## src/rtl/crcf_pkg.sv

```systemverilog
`default_nettype none
package crcf_pkg;

  localparam logic [15:0] CRC_START = 16'hFFFF;
  localparam logic [15:0] CRC_POLY  = 16'hA001;

  // Result status codes.
  localparam logic [1:0] ST_DATA     = 2'd0;
  localparam logic [1:0] ST_MATCH    = 2'd1;
  localparam logic [1:0] ST_MISMATCH = 2'd2;
  localparam logic [1:0] ST_SHORT    = 2'd3;

  // Command codes.
  localparam logic CMD_APPEND = 1'b0;
  localparam logic CMD_CHECK  = 1'b1;

  typedef struct packed {
    logic       command;
    logic [7:0] data_byte;
    logic       last_byte;
  } in_beat_t;

  typedef struct packed {
    logic [7:0]  out_byte;
    logic [1:0]  status;
    logic [15:0] crc_value;
    logic        frame_end;
  } out_beat_t;

  // Work handed from the front end to the back end.
  typedef enum logic [1:0] {
    OP_ECHO,
    OP_APPEND,
    OP_CHECK
  } op_kind_e;

  typedef struct packed {
    op_kind_e    kind;
    logic [7:0]  data;
    logic [15:0] crc;
    logic [1:0]  status;
  } op_t;

  typedef struct packed {
    logic valid;
    op_t  op;
  } op_push_t;

  // One byte of the reflected CRC update, least significant bit first.
  function automatic logic [15:0] crc_byte(logic [15:0] crc, logic [7:0] b);
    logic [15:0] c;
    c = crc ^ {8'h00, b};
    for (int i = 0; i < 8; i++) begin
      if (c[0]) begin
        c = (c >> 1) ^ CRC_POLY;
      end else begin
        c = c >> 1;
      end
    end
    return c;
  endfunction

endpackage
`default_nettype wire

```

## src/rtl/crcf_front.sv

```systemverilog
`default_nettype none
module crcf_front (
  input  wire                  clk_i,
  input  wire                  rst_ni,
  input  wire                  accept_i,
  input  crcf_pkg::in_beat_t   beat_i,
  output crcf_pkg::op_push_t   push_o
);
  import crcf_pkg::*;

  logic [15:0] crc_q, crc_d;
  logic [7:0]  older_q, older_d;
  logic [7:0]  newer_q, newer_d;
  logic [1:0]  held_q, held_d;

  logic [15:0] crc_feed;
  logic [7:0]  feed_byte;
  logic        feed_en;
  logic [15:0] crc_upd;
  logic [15:0] rx_crc;

  always_comb begin
    // Append feeds the new byte; check feeds the byte falling out of the hold pair.
    feed_byte = (beat_i.command == CMD_APPEND) ? beat_i.data_byte : older_q;
    feed_en   = (beat_i.command == CMD_APPEND) || (held_q == 2'd2);
    crc_feed  = crc_byte(crc_q, feed_byte);
    crc_upd   = feed_en ? crc_feed : crc_q;
    rx_crc    = {beat_i.data_byte, newer_q};

    crc_d   = crc_q;
    older_d = older_q;
    newer_d = newer_q;
    held_d  = held_q;

    push_o.valid     = 1'b0;
    push_o.op.kind   = OP_ECHO;
    push_o.op.data   = beat_i.data_byte;
    push_o.op.crc    = crc_upd;
    push_o.op.status = ST_DATA;

    if (accept_i) begin
      crc_d = crc_upd;
      if (beat_i.command == CMD_APPEND) begin
        push_o.valid   = 1'b1;
        push_o.op.kind = beat_i.last_byte ? OP_APPEND : OP_ECHO;
      end else begin
        older_d = newer_q;
        newer_d = beat_i.data_byte;
        held_d  = (held_q == 2'd2) ? 2'd2 : held_q + 2'd1;
        if (beat_i.last_byte) begin
          push_o.valid   = 1'b1;
          push_o.op.kind = OP_CHECK;
          if (held_q == 2'd0) begin
            push_o.op.status = ST_SHORT;
          end else if (rx_crc == crc_upd) begin
            push_o.op.status = ST_MATCH;
          end else begin
            push_o.op.status = ST_MISMATCH;
          end
        end
      end
      if (beat_i.last_byte) begin
        crc_d   = CRC_START;
        older_d = 8'h00;
        newer_d = 8'h00;
        held_d  = 2'd0;
      end
    end
  end

  always_ff @(posedge clk_i or negedge rst_ni) begin
    if (!rst_ni) begin
      crc_q   <= CRC_START;
      older_q <= 8'h00;
      newer_q <= 8'h00;
      held_q  <= 2'd0;
    end else begin
      crc_q   <= crc_d;
      older_q <= older_d;
      newer_q <= newer_d;
      held_q  <= held_d;
    end
  end

endmodule
`default_nettype wire

```

## src/rtl/crcf_queue.sv

```systemverilog
`default_nettype none
module crcf_queue #(
  parameter int Depth = 4
) (
  input  wire                  clk_i,
  input  wire                  rst_ni,
  input  crcf_pkg::op_push_t   push_i,
  output logic                 full_o,
  input  wire                  pop_i,
  output crcf_pkg::op_t        head_o,
  output logic                 empty_o
);
  import crcf_pkg::*;

  localparam int PtrW = (Depth > 1) ? $clog2(Depth) : 1;
  localparam int CntW = $clog2(Depth + 1);
  localparam logic [PtrW-1:0] LastIdx = PtrW'(Depth - 1);
  localparam logic [CntW-1:0] FullCnt = CntW'(Depth);
  localparam logic [PtrW-1:0] PtrOne  = PtrW'(1);
  localparam logic [CntW-1:0] CntOne  = CntW'(1);

  op_t            mem_q [Depth];
  logic [PtrW-1:0] wr_ptr_q, wr_ptr_d;
  logic [PtrW-1:0] rd_ptr_q, rd_ptr_d;
  logic [CntW-1:0] cnt_q, cnt_d;
  logic            do_push, do_pop;

  assign full_o  = (cnt_q == FullCnt);
  assign empty_o = (cnt_q == '0);
  assign head_o  = mem_q[rd_ptr_q];
  assign do_push = push_i.valid && !full_o;
  assign do_pop  = pop_i && !empty_o;

  always_comb begin
    wr_ptr_d = wr_ptr_q;
    rd_ptr_d = rd_ptr_q;
    cnt_d    = cnt_q;
    if (do_push) begin
      wr_ptr_d = (wr_ptr_q == LastIdx) ? '0 : wr_ptr_q + PtrOne;
    end
    if (do_pop) begin
      rd_ptr_d = (rd_ptr_q == LastIdx) ? '0 : rd_ptr_q + PtrOne;
    end
    if (do_push && !do_pop) begin
      cnt_d = cnt_q + CntOne;
    end else if (do_pop && !do_push) begin
      cnt_d = cnt_q - CntOne;
    end
  end

  always_ff @(posedge clk_i or negedge rst_ni) begin
    if (!rst_ni) begin
      wr_ptr_q <= '0;
      rd_ptr_q <= '0;
      cnt_q    <= '0;
    end else begin
      wr_ptr_q <= wr_ptr_d;
      rd_ptr_q <= rd_ptr_d;
      cnt_q    <= cnt_d;
    end
  end

  always_ff @(posedge clk_i) begin
    if (do_push) begin
      mem_q[wr_ptr_q] <= push_i.op;
    end
  end

endmodule
`default_nettype wire

```

## src/rtl/crcf_back.sv

```systemverilog
`default_nettype none
module crcf_back (
  input  wire                  clk_i,
  input  wire                  rst_ni,
  input  crcf_pkg::op_t        head_i,
  input  wire                  head_empty_i,
  output logic                 head_pop_o,
  output crcf_pkg::out_beat_t  result_o,
  output logic                 empty_o,
  input  wire                  pop_i
);
  import crcf_pkg::*;

  op_t        op_q;
  logic       valid_q, valid_d;
  logic [1:0] phase_q, phase_d;
  logic       last_phase;
  logic       load;

  assign empty_o    = !valid_q;
  assign last_phase = (op_q.kind != OP_APPEND) || (phase_q == 2'd2);
  assign load       = !head_empty_i && (!valid_q || (pop_i && last_phase));
  assign head_pop_o = load;

  always_comb begin
    valid_d = valid_q;
    phase_d = phase_q;
    if (load) begin
      valid_d = 1'b1;
      phase_d = 2'd0;
    end else if (valid_q && pop_i) begin
      if (last_phase) begin
        valid_d = 1'b0;
      end else begin
        phase_d = phase_q + 2'd1;
      end
    end
  end

  always_comb begin
    result_o.out_byte  = op_q.data;
    result_o.status    = ST_DATA;
    result_o.crc_value = 16'h0000;
    result_o.frame_end = 1'b0;
    unique case (op_q.kind)
      OP_ECHO: begin
      end
      OP_APPEND: begin
        if (phase_q == 2'd1) begin
          result_o.out_byte = op_q.crc[7:0];
        end else if (phase_q == 2'd2) begin
          result_o.out_byte  = op_q.crc[15:8];
          result_o.crc_value = op_q.crc;
          result_o.frame_end = 1'b1;
        end
      end
      OP_CHECK: begin
        result_o.out_byte  = 8'h00;
        result_o.status    = op_q.status;
        result_o.crc_value = op_q.crc;
        result_o.frame_end = 1'b1;
      end
      default: begin
      end
    endcase
  end

  always_ff @(posedge clk_i or negedge rst_ni) begin
    if (!rst_ni) begin
      valid_q <= 1'b0;
      phase_q <= 2'd0;
    end else begin
      valid_q <= valid_d;
      phase_q <= phase_d;
    end
  end

  always_ff @(posedge clk_i) begin
    if (load) begin
      op_q <= head_i;
    end
  end

endmodule
`default_nettype wire

```

## src/rtl/modbus_crc16_frame_engine_unit.sv

```systemverilog
// Channel   Handshake            Payload                 Direction
// input     push / full          in_beat_i  (in_beat_t)  into the block
// result    empty / pop          result_o   (out_beat_t) out of the block
//
// The front end takes one byte per cycle while the queue has room and updates the CRC in that cycle.
// In append mode each byte gives one result beat, and the last byte adds two
// more beats carrying the CRC, low byte first; a check frame gives one beat.
// With both sides idle, an accepted byte's operation is written into the queue
// and then loaded into the back end before it reaches the result ports.
// Full rises while the queue holds QueueDepth operations; it then holds off
// every byte, check bytes that produce no beat included, until a slot frees.
// Reset clears the CRC to its start value, empties the hold pair and the queue.
// The operation queue between front and back lets either side stall alone.
`default_nettype none
module modbus_crc16_frame_engine_unit #(
  parameter int QueueDepth = 4
) (
  input  wire                  clk_i,
  input  wire                  rst_ni,
  input  wire                  push,
  output logic                 full,
  input  crcf_pkg::in_beat_t   in_beat_i,
  output logic                 empty,
  input  wire                  pop,
  output crcf_pkg::out_beat_t  result_o
);
  import crcf_pkg::*;

  op_push_t op_push;
  op_t      q_head;
  logic     q_full;
  logic     q_empty;
  logic     q_pop;
  logic     accept;

  // Bytes are taken whenever the operation queue has room; a byte that yields
  // no beat is simply not written into the queue.
  assign full   = q_full;
  assign accept = push && !q_full;

  crcf_front u_front (
    .clk_i   (clk_i),
    .rst_ni  (rst_ni),
    .accept_i(accept),
    .beat_i  (in_beat_i),
    .push_o  (op_push)
  );

  crcf_queue #(
    .Depth(QueueDepth)
  ) u_queue (
    .clk_i  (clk_i),
    .rst_ni (rst_ni),
    .push_i (op_push),
    .full_o (q_full),
    .pop_i  (q_pop),
    .head_o (q_head),
    .empty_o(q_empty)
  );

  // The back end holds the current operation and steps through its beats.
  crcf_back u_back (
    .clk_i       (clk_i),
    .rst_ni      (rst_ni),
    .head_i      (q_head),
    .head_empty_i(q_empty),
    .head_pop_o  (q_pop),
    .result_o    (result_o),
    .empty_o     (empty),
    .pop_i       (pop)
  );

endmodule
`default_nettype wire

```

## config.mk

```make
export PLATFORM = sky130hd
export DESIGN_NAME = modbus_crc16_frame_engine_unit
export DESIGN_NICKNAME = d
export VERILOG_FILES = /design/src/rtl/crcf_pkg.sv /design/src/rtl/crcf_front.sv /design/src/rtl/crcf_queue.sv /design/src/rtl/crcf_back.sv /design/src/rtl/modbus_crc16_frame_engine_unit.sv
export SDC_FILE = /design/constraint.sdc
export NUM_CORES = 1
export LEC_CHECK = 0
export ABC_AREA = 1
export BUFFER_PORTS_ARGS = -buffer_cell sky130_fd_sc_hd__buf_4
export CORE_ASPECT_RATIO = 0.9
export CORE_UTILIZATION = 50
export DETAILED_ROUTE_END_ITERATION = 10
export PLACE_DENSITY_LB_ADDON = 0.15
export SETUP_SLACK_MARGIN = 0.05
export SYNTH_ARGS = -nofsm -noshare
export SYNTH_HDL_FRONTEND = slang
export SYNTH_SLANG_ARGS = --single-unit
```

## constraint.sdc

```tcl
create_clock -name clk_i -period 3.6 [get_ports clk_i]
set_input_delay 0.18 -clock clk_i [delete_from_list [all_inputs] [get_ports clk_i]]
set_output_delay 0.18 -clock clk_i [all_outputs]
set_load 0.02 [all_outputs]
```

* After elaboration in Yosys (flattened, before gate mapping)
Memory sizes are Yosys's and may differ from the RTL's. A register that Yosys moved wholly into a read port is not among the register bits.
Cells that the tools add are included.
** Word-level totals
- Register bits :: 44
- Output and inout bits :: 29
- RAM bits :: 112
- Word-level logic and storage cells :: 108
- Input port bits :: 14
- Memories :: 1
** Cells by class
- Bitwise logic cells :: 10
- Add/sub/neg operators :: 6
- Reductions and logical operators :: 25
- Eq/ne operators :: 11
- Muxes and demuxes :: 46
** Memories
- u_queue.mem_q :: depth 4, bits a word 28, read ports 1, clocked after Yosys merged registers in 1, wr ports 1, line crcf_queue.sv:22 : op_t mem_q [Depth];
** Operator list (number)
- two-way mux 16 bit :: 10
- two-way mux 8 bit :: 7
- two-way mux 17 bit :: 2
- one-hot mux 17 bit (2 select lines) :: 1
- two-way mux 2 bit :: 14
- inverter 2 -> 3 bit :: 8
- equality test 16 bit :: 1
- one-hot mux 8 bit (2 select lines) :: 1
- bitwise XOR 16 x 8 -> 16 bit :: 1
- two-way mux 3 bit :: 5
- equality test 2 bit, second input constant :: 5
- adder 2 x 1 -> 2 bit, second input constant :: 4
- logical AND 1 bit :: 8
- nonzero test 2 bit :: 4
- two-way mux 1 bit :: 6
- AND reduction 2 bit :: 3
- logical NOT 1 bit :: 5
- equality test 2 x 1 -> 1 bit, second input constant :: 2
- adder 3 x 1 -> 3 bit, second input constant :: 1
- equality test 3 bit, second input constant :: 1
- logical NOT 3 bit :: 1
- logical OR 1 bit :: 3
- subtractor 3 x 1 -> 3 bit, second input constant :: 1
- logical NOT 2 bit :: 1
- 3 further kinds :: 3

* Depth between registers and ports, before layout
- Depth in word-level cells :: 25
- Mapped depth :: 22
- Depth with buffers taken out :: 22

* Hierarchy
Synthesis repeated with hierarchy kept, for this count alone.
** Second synthesis, totals
- Cell total of the unflattened synthesis :: 969
- Area, all modules :: 9296.4 um^2
** By module, submodules not included
- crcf_queue :: instances 1, seq. area each 3538.4 um^2, area each 5082.4 um^2, cells an instance 387
- crcf_front :: instances 1, seq. area each 870.8 um^2, area each 2631.3 um^2, cells an instance 417
- crcf_back :: instances 1, seq. area each 915.9 um^2, area each 1572.8 um^2, cells an instance 163
- modbus_crc16_frame_engine_unit :: instances 1, seq. area each 0.0 um^2, area each 10.0 um^2, cells an instance 2

* Worst setup path before layout
OpenSTA, ideal clock, no wires.
- Kind :: register to register
- Start point :: register u_back.phase_q[0]
- End point :: register u_queue.cnt_q[1]
- Path slack :: -0.184 ns
- Clock period less this slack :: 3.784 ns
- Library setup time :: 0.125 ns
- Stages on the path, launching flop included :: 13
- Path buffers :: 1
- Required time :: 3.475 ns
- Arrival :: 3.659 ns
- Path through :: dfrtp_1 inv_1 ha_1 clkbuf_1 nor2_1 o21ai_0 inv_1 nor2_1 inv_1 ha_1 inv_1 fa_1 mux2_2
** Between the ends
- Cells in the longest elaborated chain, start to end :: 9
- Elaborated cells on any way between the ends :: 11
- Classes of those cells :: eq/ne (1); mux (1); reduce/logical (9)
** Ends and longest elaborated chain
- from (decl) :: line crcf_back.sv:16 : logic [1:0] phase_q, phase_d;
- from (signal assigned) :: line crcf_back.sv:74 : phase_q <= phase_d;
- equality test 2 bit :: line crcf_back.sv:21 : assign last_phase = (op_q.kind != OP_APPEND) || (phase_q == 2'd2);
- logical OR 1 bit :: line crcf_back.sv:21
- logical AND 1 bit :: line crcf_back.sv:22 : assign load = !head_empty_i && (!valid_q || (pop_i && last_phase));
- logical OR 1 bit :: line crcf_back.sv:22
- logical AND 1 bit :: line crcf_back.sv:22
- named net q_pop :: line modbus_crc16_frame_engine_unit.sv:33 : logic q_pop;
- logical AND 1 bit :: line crcf_queue.sv:32 : assign do_pop = pop_i && !empty_o;
- logical NOT 1 bit :: line crcf_queue.sv:44 : if (do_push && !do_pop) begin
- logical AND 1 bit :: line crcf_queue.sv:44
- two-way mux 3 bit :: line crcf_queue.sv:44
- named net u_queue.cnt_d[1] :: line crcf_queue.sv:25 : logic [CntW-1:0] cnt_q, cnt_d;
- to (signal assigned) :: line crcf_queue.sv:59 : cnt_q <= cnt_d;
- to (decl) :: line crcf_queue.sv:25
The timed path passes the listed nets, and every way through them passes these cells.
A chain may end at the register's enable or synchronous reset.

==> flow_summary.yaml <==
place:
  portBuffers: 42
  dpl.hpwl_mm: 13.05
  placedInstanceArea_mm2: 0.009115
  gp_congestion: 0.9339
global_routing:
  grt_pass1_wl_mm: 30.67
  grt_overflow_total: 0
  grt_usage_pct: 22.89
  grt_max_degree: 59
  antenna_found_initial: 0
  grt_pass1_vias: 5878
sta:
  hold_viol: 0
  fin_setup_tns_ps: 0
  setup_viol: 0
  tightest_slew_ps: 819.6
  fin_worst_skew_ps: 8.558
  relSlewSlack_pct: 44.94
  fmax_ghz: 0.3556
  slew_violations: 0
  rsz0062_at_grt: "no"
  finalCritPeriodShare_pct: 78.11
  min_period_ps: 2812
floorplanning:
  num_rows: 45
  die_w_um: 139.9
  die_area_mm2: 0.01765
  die_h_um: 126.1
  design.core.area_mm2: 0.01683
  io_pins: 43
  start_util_pct: 50.85
route:
  first_pass_iters: 7
  via_per_inst: 5.434
  vias: 6292
  wl_per_cell_um: 16.46
  wirelength_mm: 19.06
  postRouteAntennaNets: 0
  initialDrtViolationCount: 470
  drc_errors: 0
cells_and_area:
  antennaDiodeCount: 0
  stdcell_area_mm2: 0.009816
  fillers: 1398
  fin_nets: 962
  syn_to_final_growth_pct: 14.66
  drive_gt1_share_pct: 12.88
synthesis:
  yosysSeqAreaShare_pct: 62.20
  synth.distinct_cells: 34
  synth_edf_count: 140
  yosysTopAreaCell: "edfxtp_1"
  yosys_warnings: 0
  syn_inst: 884
  synth_async_sr_flop_share_pct: 23.91
  yosysMostFrequentCell: "nand2_1"
  synthTopCellsByCount: "nand2_1 (181), edfxtp_1 (140), inv_1 (116)"
  synth_top_area_share_pct: 49.11
  synth_area_leaders: "edfxtp_1 (49%), dfrtp_1 (8.2%), nand2_1 (7.9%), o21ai_0 (5.1%), inv_1 (5.1%)"
  avgSynthCellArea_um2: 9.684
  synth-seq-cells: 184
  yosys_most_used_dff: "edfxtp_1"
  syn_area_mm2: 0.008561
  syn_nets: 912
clock_tree:
  cts.clk_slew.worst_paths_ps: 70
  post_cts_buffers: 0
  cts_resized: 0
  clkSinkCount: 184
  clockBufferDepth: 2
  clockRootBuffer: "clkbuf_16"
  insertion_delay_ps: 440
  cts_buffers: 17
  cts_tree: "yes"
  hold_buffers: 8
  cts_max_level: 4
critical_path:
  worstPathRequired_ps: 3780
  cp_max_fo: 26
  start_kind: "register"
  criticalPathCategory: "reg2reg"
  worst_ep_arrival_time_ps: 2990
  cp-end-kind: "register"
pwr:
  netSwitchingFraction_pct: 38.72
  p_leak_nw: 4.176
  power_frac_seq_pct: 38.9
  cellPowerDensity_mw_per_mm2: 875.8
  power.switching_w: 0.003328
  p_int_w: 0.005268
  clockPowerShare_pct: 22.7
  vdd_drop_max_v: 0.0004654
  total_power_w: 0.008596
  pwr-share-comb_pct: 38.3
hold_path:
  holdCritPathClass: "in2reg"
flow_run:
  max_cap_viol_count: 0
status:
  status: "complete, no violations"
## stage by stage
| step | util (%) | hold slack (ps) | std cells | worst slack (ps) |
|---|---|---|---|---|
| 5_1_grt | 58.31 | 10.03 | 1158 | 347.8 |
| 2_1_floorplan | - | -115.6 | 884 | 357.0 |
| 3_3_place_gp | 54.14 | 233.5 | 1118 | 893.9 |
| 6_report | 58.31 | 31.38 | 1158 | 787.9 |
| 4_1_cts | 58.31 | 10.03 | 1158 | 806.9 |
| 3_5_place_dp | 54.14 | 234.9 | 1118 | 835.5 |
## power groups by stage
stage          Sequential (W)  Combinational, W  Clock [W]
2_1_floorplan         0.00331           0.00221          0
3_3_place_gp          0.00338           0.00324          0
3_5_place_dp          0.00339           0.00326          0
4_1_cts               0.00335           0.00329    0.00199
5_1_grt               0.00340           0.00369    0.00206
6_report              0.00335           0.00329    0.00195
## path summary, 6_finish.rpt
path / start / endpoint / slack, ps / depth (start not counted)
setup / recovery: u_front.held_q[1] / u_queue.mem_q[2][1] / 790 / 21
hold / removal: in_beat_i[6] / u_queue.mem_q[2][23] / 30 / 1
setup reg to reg: u_front.held_q[1] / u_queue.mem_q[2][1] / 790 / 21
hold reg to reg: u_front.crc_q[9] / u_front.crc_q[9] / 530 / 2
max in group asynchronous: rst_ni / u_front.newer_q[0] / 2890 / 2
min in group asynchronous: rst_ni / u_queue.cnt_q[0] / 300 / 2
## state kept, by name, summed over array words and instances (netlist names)
register / count
u_queue.mem_q: 112
u_back.op_q: 28
u_front.crc_q: 16
u_front.newer_q: 8
u_front.older_q: 8
u_queue.cnt_q: 3
u_back.phase_q: 2
u_front.held_q: 2
u_queue.rd_ptr_q: 2
u_queue.wr_ptr_q: 2
u_back.valid_q: 1
## cell type report
type,count,area [µm²],share of cell area (%)
well taps,211,264.0,2.690
clock inverters,13,177.7,1.810
flip-flops and latches,184,5325,54.25
inverters,119,449.2,4.576
clock buffers,19,442.9,4.512
multi-input cells,547,2649,26.99
repair buffers,65,508.0,5.175
## per-layer routing
metal,global-route usage (%),vias up,wire [µm]
met2,36.53,213,8750
li1,-,3085,-
met1,31.76,2963,8938
met5,0,-,0
met3,4.335,31,1094
met4,7.369,0,273
## cell usage in the layout, fill, tap and decap left out, types with 2 or more instances in the layout
master and count:
o21ai_0 88, nor2_2 6, inv_1 116, o22ai_1 45, bufinv_16 3, nor3_1 2, buf_4 57, edfxtp_1 140
inv_8 3, dfrtp_1 28, ha_1 13, a22oi_1 12, clkinv_2 2, nor2_1 94, inv_6 5, nand3_1 70
nand3_2 2, clkbuf_16 17, dfstp_2 16, nand2_2 6, a21oi_1 17, nand2_1 181, dlygate4sd3_1 8
## logic make-up after synthesis
| logic type | Yosys count | share of synthesized area (%) |
|---|---|---|
| AOI/OAI and AO/OA | 167 | 10.93 |
| xor gates and xnor gates | 2 | 0.2047 |
| adders and majority gates | 14 | 2.134 |
| buffers and inverters | 153 | 7.001 |
| DFF | 184 | 62.20 |
| muxes | 1 | 0.1315 |
| and+or+nand+nor | 363 | 17.39 |
## worst max-delay path, cell delays in order (launching register included)
cell and delay, ps:
dfrtp_1 390, ha_1 190, inv_1 100, nand2_2 290, inv_2 340, nand2_1 120
nand2_1 120, nand2_1 60, nand2_1 60, nand3_1 60, nor2_1 110, nand2_1 50
nor2_1 80, nand2_1 60, nor2_1 80, nand2_1 60, inv_1 50, nand2_1 50
nor2_2 90, nand3_1 70, nand2_1 60, inv_1 70
Note: power is estimated with default switching activity, not from simulation.
